<file path="src/hdl/epns_pkg.sv">
// Shared types, constants and helpers for the entropy pair Newton solver.
// No dependencies; used by epns_ctrl, epns_dp and the top level.
package epns_pkg;

    localparam int FRAC_BITS_DEF = 24;
    localparam int LIMIT_W       = 8;
    localparam logic [LIMIT_W-1:0] LIMIT_RESET = 8'd50;
    localparam logic [63:0] LN2_Q32 = 64'd2977044472;

    typedef enum logic [3:0] {
        ST_IDLE,
        ST_START,
        ST_HEAD,
        ST_LOGZ,
        ST_LOGW,
        ST_GRAD,
        ST_DIV1,
        ST_DIV2,
        ST_DIV3,
        ST_DIV4,
        ST_STEP,
        ST_DONE
    } state_t;

    // commands from controller to datapath
    typedef struct packed {
        logic load;     // capture inputs, form s and side
        logic start_z;  // pick and clamp start value
        logic log_go;   // start log2 unit
        logic log_sel;  // 0: z, 1: s - z
        logic lz_cap;   // keep log2 of z
        logic grad;     // form gradient
        logic div_go;   // start divider
        logic [1:0] div_sel; // 0: s/z, 1: q/(s-z), 2: |g|/g2
        logic step;     // apply Newton step
        logic it_inc;   // count one iteration
        logic conv_set; // mark converged
        logic finish;   // latch result word
    } cmd_t;

    typedef struct packed {
        logic small_sum;  // s below two LSB
        logic log_done;
        logic div_done;
        logic tol_hit;
        logic limit_hit;  // iterations reached limit
    } stat_t;

    localparam logic [1:0] DSEL_SZ  = 2'd0;
    localparam logic [1:0] DSEL_G2  = 2'd1;
    localparam logic [1:0] DSEL_STP = 2'd2;

endpackage

</file>
<file path="src/hdl/epns_ctrl.sv">
// Controller state machine for the solver: sequences log, gradient and divides.
// Depends on epns_pkg.
module epns_ctrl (
    input  logic            clk,
    input  logic            rst_n,
    input  logic            in_fire,
    input  logic            out_fire,
    input  epns_pkg::stat_t stat,
    output epns_pkg::cmd_t  cmd,
    output logic            busy,
    output logic            out_valid
);
    epns_pkg::state_t state_reg, state_next;

    always_ff @(posedge clk or negedge rst_n)
    begin
        if (!rst_n)
        begin
            state_reg <= epns_pkg::ST_IDLE;
        end
        else
        begin
            state_reg <= state_next;
        end
    end

    always_comb
    begin
        state_next = state_reg;
        cmd        = '0;
        busy       = 1'b1;
        out_valid  = 1'b0;
        unique case (state_reg)
            epns_pkg::ST_IDLE:
            begin
                busy = 1'b0;
                if (in_fire)
                begin
                    cmd.load   = 1'b1;
                    state_next = epns_pkg::ST_START;
                end
            end
            epns_pkg::ST_START:
            begin
                if (stat.small_sum)
                begin
                    cmd.finish = 1'b1;
                    state_next = epns_pkg::ST_DONE;
                end
                else
                begin
                    cmd.start_z = 1'b1;
                    state_next  = epns_pkg::ST_HEAD;
                end
            end
            epns_pkg::ST_HEAD:
            begin
                // loop head: check limit then start log of z
                if (stat.limit_hit)
                begin
                    cmd.finish = 1'b1;
                    state_next = epns_pkg::ST_DONE;
                end
                else
                begin
                    cmd.log_go = 1'b1;
                    state_next = epns_pkg::ST_LOGZ;
                end
            end
            epns_pkg::ST_LOGZ:
            begin
                if (stat.log_done)
                begin
                    // keep log2 of z and start log2 of s - z
                    cmd.lz_cap  = 1'b1;
                    cmd.log_go  = 1'b1;
                    cmd.log_sel = 1'b1;
                    state_next  = epns_pkg::ST_LOGW;
                end
            end
            epns_pkg::ST_LOGW:
            begin
                cmd.log_sel = 1'b1;
                if (stat.log_done)
                begin
                    cmd.grad   = 1'b1;
                    state_next = epns_pkg::ST_GRAD;
                end
            end
            epns_pkg::ST_GRAD:
            begin
                if (stat.tol_hit)
                begin
                    cmd.conv_set = 1'b1;
                    cmd.finish   = 1'b1;
                    state_next   = epns_pkg::ST_DONE;
                end
                else
                begin
                    cmd.div_go  = 1'b1;
                    cmd.div_sel = epns_pkg::DSEL_SZ;
                    state_next  = epns_pkg::ST_DIV1;
                end
            end
            epns_pkg::ST_DIV1:
            begin
                cmd.div_sel = epns_pkg::DSEL_SZ;
                if (stat.div_done)
                begin
                    state_next = epns_pkg::ST_DIV2;
                end
            end
            epns_pkg::ST_DIV2:
            begin
                cmd.div_sel = epns_pkg::DSEL_G2;
                cmd.div_go  = 1'b1;
                state_next  = epns_pkg::ST_DIV3;
            end
            epns_pkg::ST_DIV3:
            begin
                cmd.div_sel = epns_pkg::DSEL_G2;
                if (stat.div_done)
                begin
                    state_next = epns_pkg::ST_DIV4;
                end
            end
            epns_pkg::ST_DIV4:
            begin
                cmd.div_sel = epns_pkg::DSEL_STP;
                cmd.div_go  = 1'b1;
                state_next  = epns_pkg::ST_STEP;
            end
            epns_pkg::ST_STEP:
            begin
                cmd.div_sel = epns_pkg::DSEL_STP;
                if (stat.div_done)
                begin
                    cmd.step   = 1'b1;
                    cmd.it_inc = 1'b1;
                    state_next = epns_pkg::ST_HEAD;
                end
            end
            epns_pkg::ST_DONE:
            begin
                out_valid = 1'b1;
                if (out_fire)
                begin
                    state_next = epns_pkg::ST_IDLE;
                end
            end
            default:
            begin
                state_next = epns_pkg::ST_IDLE;
            end
        endcase
    end

endmodule

</file>
<file path="config.mk">
export PLATFORM = sky130hd
export DESIGN_NAME = epns_ctrl
export DESIGN_NICKNAME = d
export VERILOG_FILES = /design/src/hdl/epns_pkg.sv /design/src/hdl/epns_ctrl.sv
export SDC_FILE = /design/constraint.sdc
export NUM_CORES = 1
export LEC_CHECK = 0
export ABC_AREA = 1
export BUFFER_PORTS_ARGS = -buffer_cell sky130_fd_sc_hd__clkbuf_2
export CELL_PAD_IN_SITES_DETAIL_PLACEMENT = 1
export CELL_PAD_IN_SITES_GLOBAL_PLACEMENT = 1
export CORE_UTILIZATION = 25
export DETAILED_ROUTE_END_ITERATION = 7
export GPL_ROUTABILITY_DRIVEN = 1
export PLACE_DENSITY = 0.82
export SETUP_SLACK_MARGIN = 0.1
export SYNTH_ARGS = -nofsm -noshare
export SYNTH_HDL_FRONTEND = slang
export SYNTH_SLANG_ARGS = --single-unit
</file>
<file path="constraint.sdc">
create_clock -name clk -period 1.3 [get_ports clk]
set_input_delay 0.26 -clock clk [delete_from_list [all_inputs] [get_ports clk]]
set_output_delay 0.26 -clock clk [all_outputs]
set_load 0.05 [all_outputs]
</file>
==> results of run 1 <==
==> Yosys cell counts <==
cell      instances  area share, %
buf_4             1            1.5
dfrtp_1           4             20
inv_1            10            7.6
inv_2             3            2.3
nand2_1          27             21
nand2_2           3            3.8
nand2_4           2            4.6
nand3_1           9            9.2
nand3_2           1            2.0
nor2_1           13            9.9
nor2_2            6            7.6
o21ai_0           2            2.0
o21ai_2           3            5.3
o221ai_1          1            1.8
o22ai_1           1            1.3
==> stage by stage <==
step / TNS, ns / hold WS [ns] / setup WS, ns
4_1_cts: -5.907 / 0.3549 / -0.4238
3_5_place_dp: -3.046 / 0.06850 / -0.2736
3_3_place_gp: -1.891 / 0.06995 / -0.1804
2_1_floorplan: -1.564 / -0.03559 / -0.2829
==> cells by family after synthesis <==
logic type,count (synthesis),share of synthesized area [%]
and+or+nand+nor,61,57.76
buffers and inverters,14,11.45
AOI/OAI and AO/OA,7,10.43
DFF,4,20.36
==> what timing repair did <==
action	in CTS
endpoints found under the hold margin	4
pin swaps	10
hold buffers	1
buffers inserted	8
setup endpoints to repair	19
resized for setup	47
==> qor.txt, run 1 <==
syn_area_per_cell: 5.718 um^2
Synth Net Count: 95
post-GRT worst EP: cmd[10]
clock sinks: 4
last step reached: global routing (5_1_grt)
initial antenna violation count: 1
Syn Inst Count: 86
synthesized area: 491.7 um^2
Die Width: 46.35 um
placed inst area: 912.1 um^2
register area share after synthesis: 20.36%
worst ep type: output port
CTS H-tree depth: 1
routability cong.: 0.7367
placed wire-length estimate: 1714 um
CTS Buf Count: 3
Max clock buf depth: 2
largest net degree at the start of global routing: 8
Halt Reason: [ERROR DPL-0033] detailed placement checks failed during check placement.
Port-buffer cells: 23
Yosys warnings: 0
Die Height: 46.35 um
I/O pins: 24
outcome: aborted with a tool error
Seq cells post-synth: 4
# rows: 15
placed cell count: 148
clk root buf: clkbuf_4
Initial Util: 27.58%
Netlist cell types: 15
==> run 2: changes to the inputs <==
==> config.mk (replaced) <==
export PLATFORM = sky130hd
export DESIGN_NAME = epns_ctrl
export DESIGN_NICKNAME = d
export VERILOG_FILES = /design/src/hdl/epns_pkg.sv /design/src/hdl/epns_ctrl.sv
export SDC_FILE = /design/constraint.sdc
export NUM_CORES = 1
export LEC_CHECK = 0
export ABC_AREA = 1
export BUFFER_PORTS_ARGS = -buffer_cell sky130_fd_sc_hd__clkbuf_2
export CORE_AREA = 2 2 63 65
export DETAILED_ROUTE_END_ITERATION = 7
export DIE_AREA = 0 0 65 67
export GPL_ROUTABILITY_DRIVEN = 1
export PLACE_DENSITY_LB_ADDON = 0.15
export SYNTH_ARGS = -nofsm -noshare
export SYNTH_HDL_FRONTEND = slang
export SYNTH_SLANG_ARGS = --single-unit
==> constraint.sdc (replaced) <==
create_clock -name clk -period 1.7 [get_ports clk]
set_input_delay 0.34 -clock clk [delete_from_list [all_inputs] [get_ports clk]]
set_output_delay 0.34 -clock clk [all_outputs]
set_load 0.05 [all_outputs]
==> qor.txt, run 2 <==
outcome: finished, final reports clean
Yosys warnings: 0 (unchanged)
I/O pins: 24 (unchanged)
Post-Route WL: 1547 um
# rows: 22 (+7)
Via density: 3.715
dominant synthesized flop cell: dfrtp_1
max reg flops: 4
initial antenna violation count: 0
Tot GR Track Use: 7.695%
commonest cells after routing, fill and taps aside: nand2_1 (23), clkbuf_2 (11), buf_4 (10)
Slew headroom: 81.46%
Fillers: 415
Syn Inst Count: 86 (unchanged)
first-pass GRT wire length: 2553 um
VDD IR-drop max: 0.4523 mV
Die Width: 65 um (+40%)
Core Area: 0.003606 mm^2
pwr dens: 2012 mW/mm^2
Initial DRC Count: 19
count leader, synth: nand2_1
drc violations: 0
Max clock buf depth: 2 (unchanged)
top post-synthesis cells by area: nand2_1 (21%), dfrtp_1 (20%), nor2_1 (9.9%)
Seq cells post-synth: 4 (unchanged)
Tmin final: 1.677 ns
crit-path max FO: 4
cell taking the most area after synthesis: nand2_1
vias in the first global route: 588
via count: 639
wire length per cell: 8.994 um
CTS tree: built
RSZ-0062 raised after global routing: true
nets@finish: 135
largest net degree at the start of global routing: 8
Die Area: 0.004355 mm^2
CTS H-tree depth: 1 (unchanged)
Ant. Diodes: 0
share of the synthesized area in the top cell type: 20.61% (unchanged)
critical path's top delay family: flip-flops
crit path kind: register to output pin
total power: 0.002019 W
asr flop ratio synth: 100.0% (unchanged)
Netlist cell types: 15 (unchanged)
static leakage: 0.5335 nW
synthesized area: 491.7 um^2 (unchanged)
antenna-violating nets left: 0
final hold vios: 0
register area share after synthesis: 20.36% (unchanged)
clock sinks: 4 (unchanged)
Fmax: 596.4 MHz
share of layout cells above drive strength 1: 58.87%
Remaining Overflow, GRT: 0
max incr delay on CP: 0.43 ns
setup violators final: 0
Clock Latency Late Sink: 0.21 ns
routability cong.: 0.7162 (-2.8%)
Die Height: 67 um (+45%)
Worst-Margin Slew: 0.2793 ns
Initial Util: 13.64% (-14 points)
worst endpoint required time: 1.36 ns
worst path cell trace: buf_4 -> nor2_4 -> nand2_1 -> nand2_1 -> clkbuf_8
Tcrit/Tclk final: 98.63%
CTS Buf Count: 3 (unchanged)
clk slew on worst S/H paths: 0.03 ns
Post-synth top cells: nand2_1 (27), nor2_1 (13), inv_1 (10)
endpoint type of the worst setup path: output pin
max-slew violations: 0
number of max-cap violations: 0
Final Util: 27.83%
clk root buf: clkbuf_8
placed wire-length estimate: 1260 um (-27%)
Crit path top cell by count: nand2_1
Port-buffer cells: 23 (unchanged)
Clock Skews: 0.004143 ns
P&R area growth vs syn: 104.1%
CP arrival: 1.34 ns
Max stage delay cell, worst path: dfrtp_2
syn_area_per_cell: 5.718 um^2 (unchanged)
number of synthesized flops with an enable pin: 0 (unchanged)
most common cell after layout, fill and taps aside: nand2_1
HP Class: input pin to async pin
Synth Net Count: 95 (unchanged)
CP Launch Type: register
router iterations before antenna repair: 3
critical path buffer and inverter count: 2
-- run 2: area by class of cell --
type                    count  area (um^2)  share of cell area [%]
inverters                  13        48.80                   4.863
repair buffers             36        326.6                   32.54
clock buffers               3        41.29                   4.115
multi-input cells          68        422.9                   42.14
flip-flops and latches      4        103.9                   10.35
well taps                  48        60.06                   5.985
-- run 2: worst register-to-register path, stage by stage (launching register included) --
cell     delay, ns
dfrtp_1       0.41
buf_6         0.15
inv_2         0.09
nor2_4        0.05
buf_4         0.12
buf_4         0.13
nand3_1       0.06
nand2_1       0.06
nor2_2        0.15
nand2_4       0.11
nand2_1       0.09
o21ai_2       0.05
-- run 2: cell families after synthesis --
group           Yosys count  synth area share (%)
simple gates             61                 57.76
flops                     4                 20.36
compound gates            7                 10.43
buf+inv                  14                 11.45
-- run 2: final timing paths --
kind                                    from           end  slack, ns  cells after the start
max in group asynchronous              rst_n  state_reg[0]       1.08                      2
worst min-delay path                   rst_n  state_reg[3]       0.48                      2
worst max-delay path            state_reg[2]        cmd[5]       0.02                      5
worst min register to register  state_reg[2]  state_reg[2]       0.56                      2
min in group clk                     stat[2]  state_reg[0]       0.54                      5
worst max register to register  state_reg[3]  state_reg[1]       0.12                     11
-- run 2: layer usage --
metal	share of wire (%)	global-route usage [%]	routed length [um]	vias to the layer above
met5	0	0	0	-
met4	1.4	0	21	0
met3	6.7	4.054	104	2
met2	44	11.47	688	15
met1	47	10.39	732	280
li1	-	-	-	342
-- run 2: timing repair --
| action | 4_1_cts | 5_1_grt |
|---|---|---|
| pin swaps | 1 | 3 |
| hold endpoints to repair | 4 | 0 |
| setup endpoints to repair | 12 | 14 |
| resized for setup | 28 | 23 |
| hold buffers | 1 | 0 |
| setup buffers | 0 | 3 |
-- run 2: through the flow --
| stage | hold WS (ns) | area, um^2 | std cells | TNS, ns | worst slack (ns) |
|---|---|---|---|---|---|
| 3_5_place_dp | 0.1520 | 767.0 | 165 | 0 | 0.08220 |
| 3_3_place_gp | 0.1555 | 767.0 | 165 | 0 | 0.05369 |
| 2_1_floorplan | 0.04441 | 531.8 | 86 | -0.3259 | -0.1130 |
| 4_1_cts | 0.4784 | 928.4 | 169 | -0.005599 | -0.004946 |
| 6_report | 0.4752 | 1003 | 172 | 0 | 0.02328 |
| 5_1_grt | 0.4863 | 1003 | 172 | -0.3272 | -0.07304 |
-- run 2: where the power goes --
part           total, W  switching (W)  internal, W  leakage [nW]
Sequential     0.000216      0.0000672     0.000149        0.0466
Combinational   0.00161       0.000986     0.000619         0.465
Clock          0.000198      0.0000468     0.000151        0.0216
No activity file was read; power rests on OpenSTA's default activity.
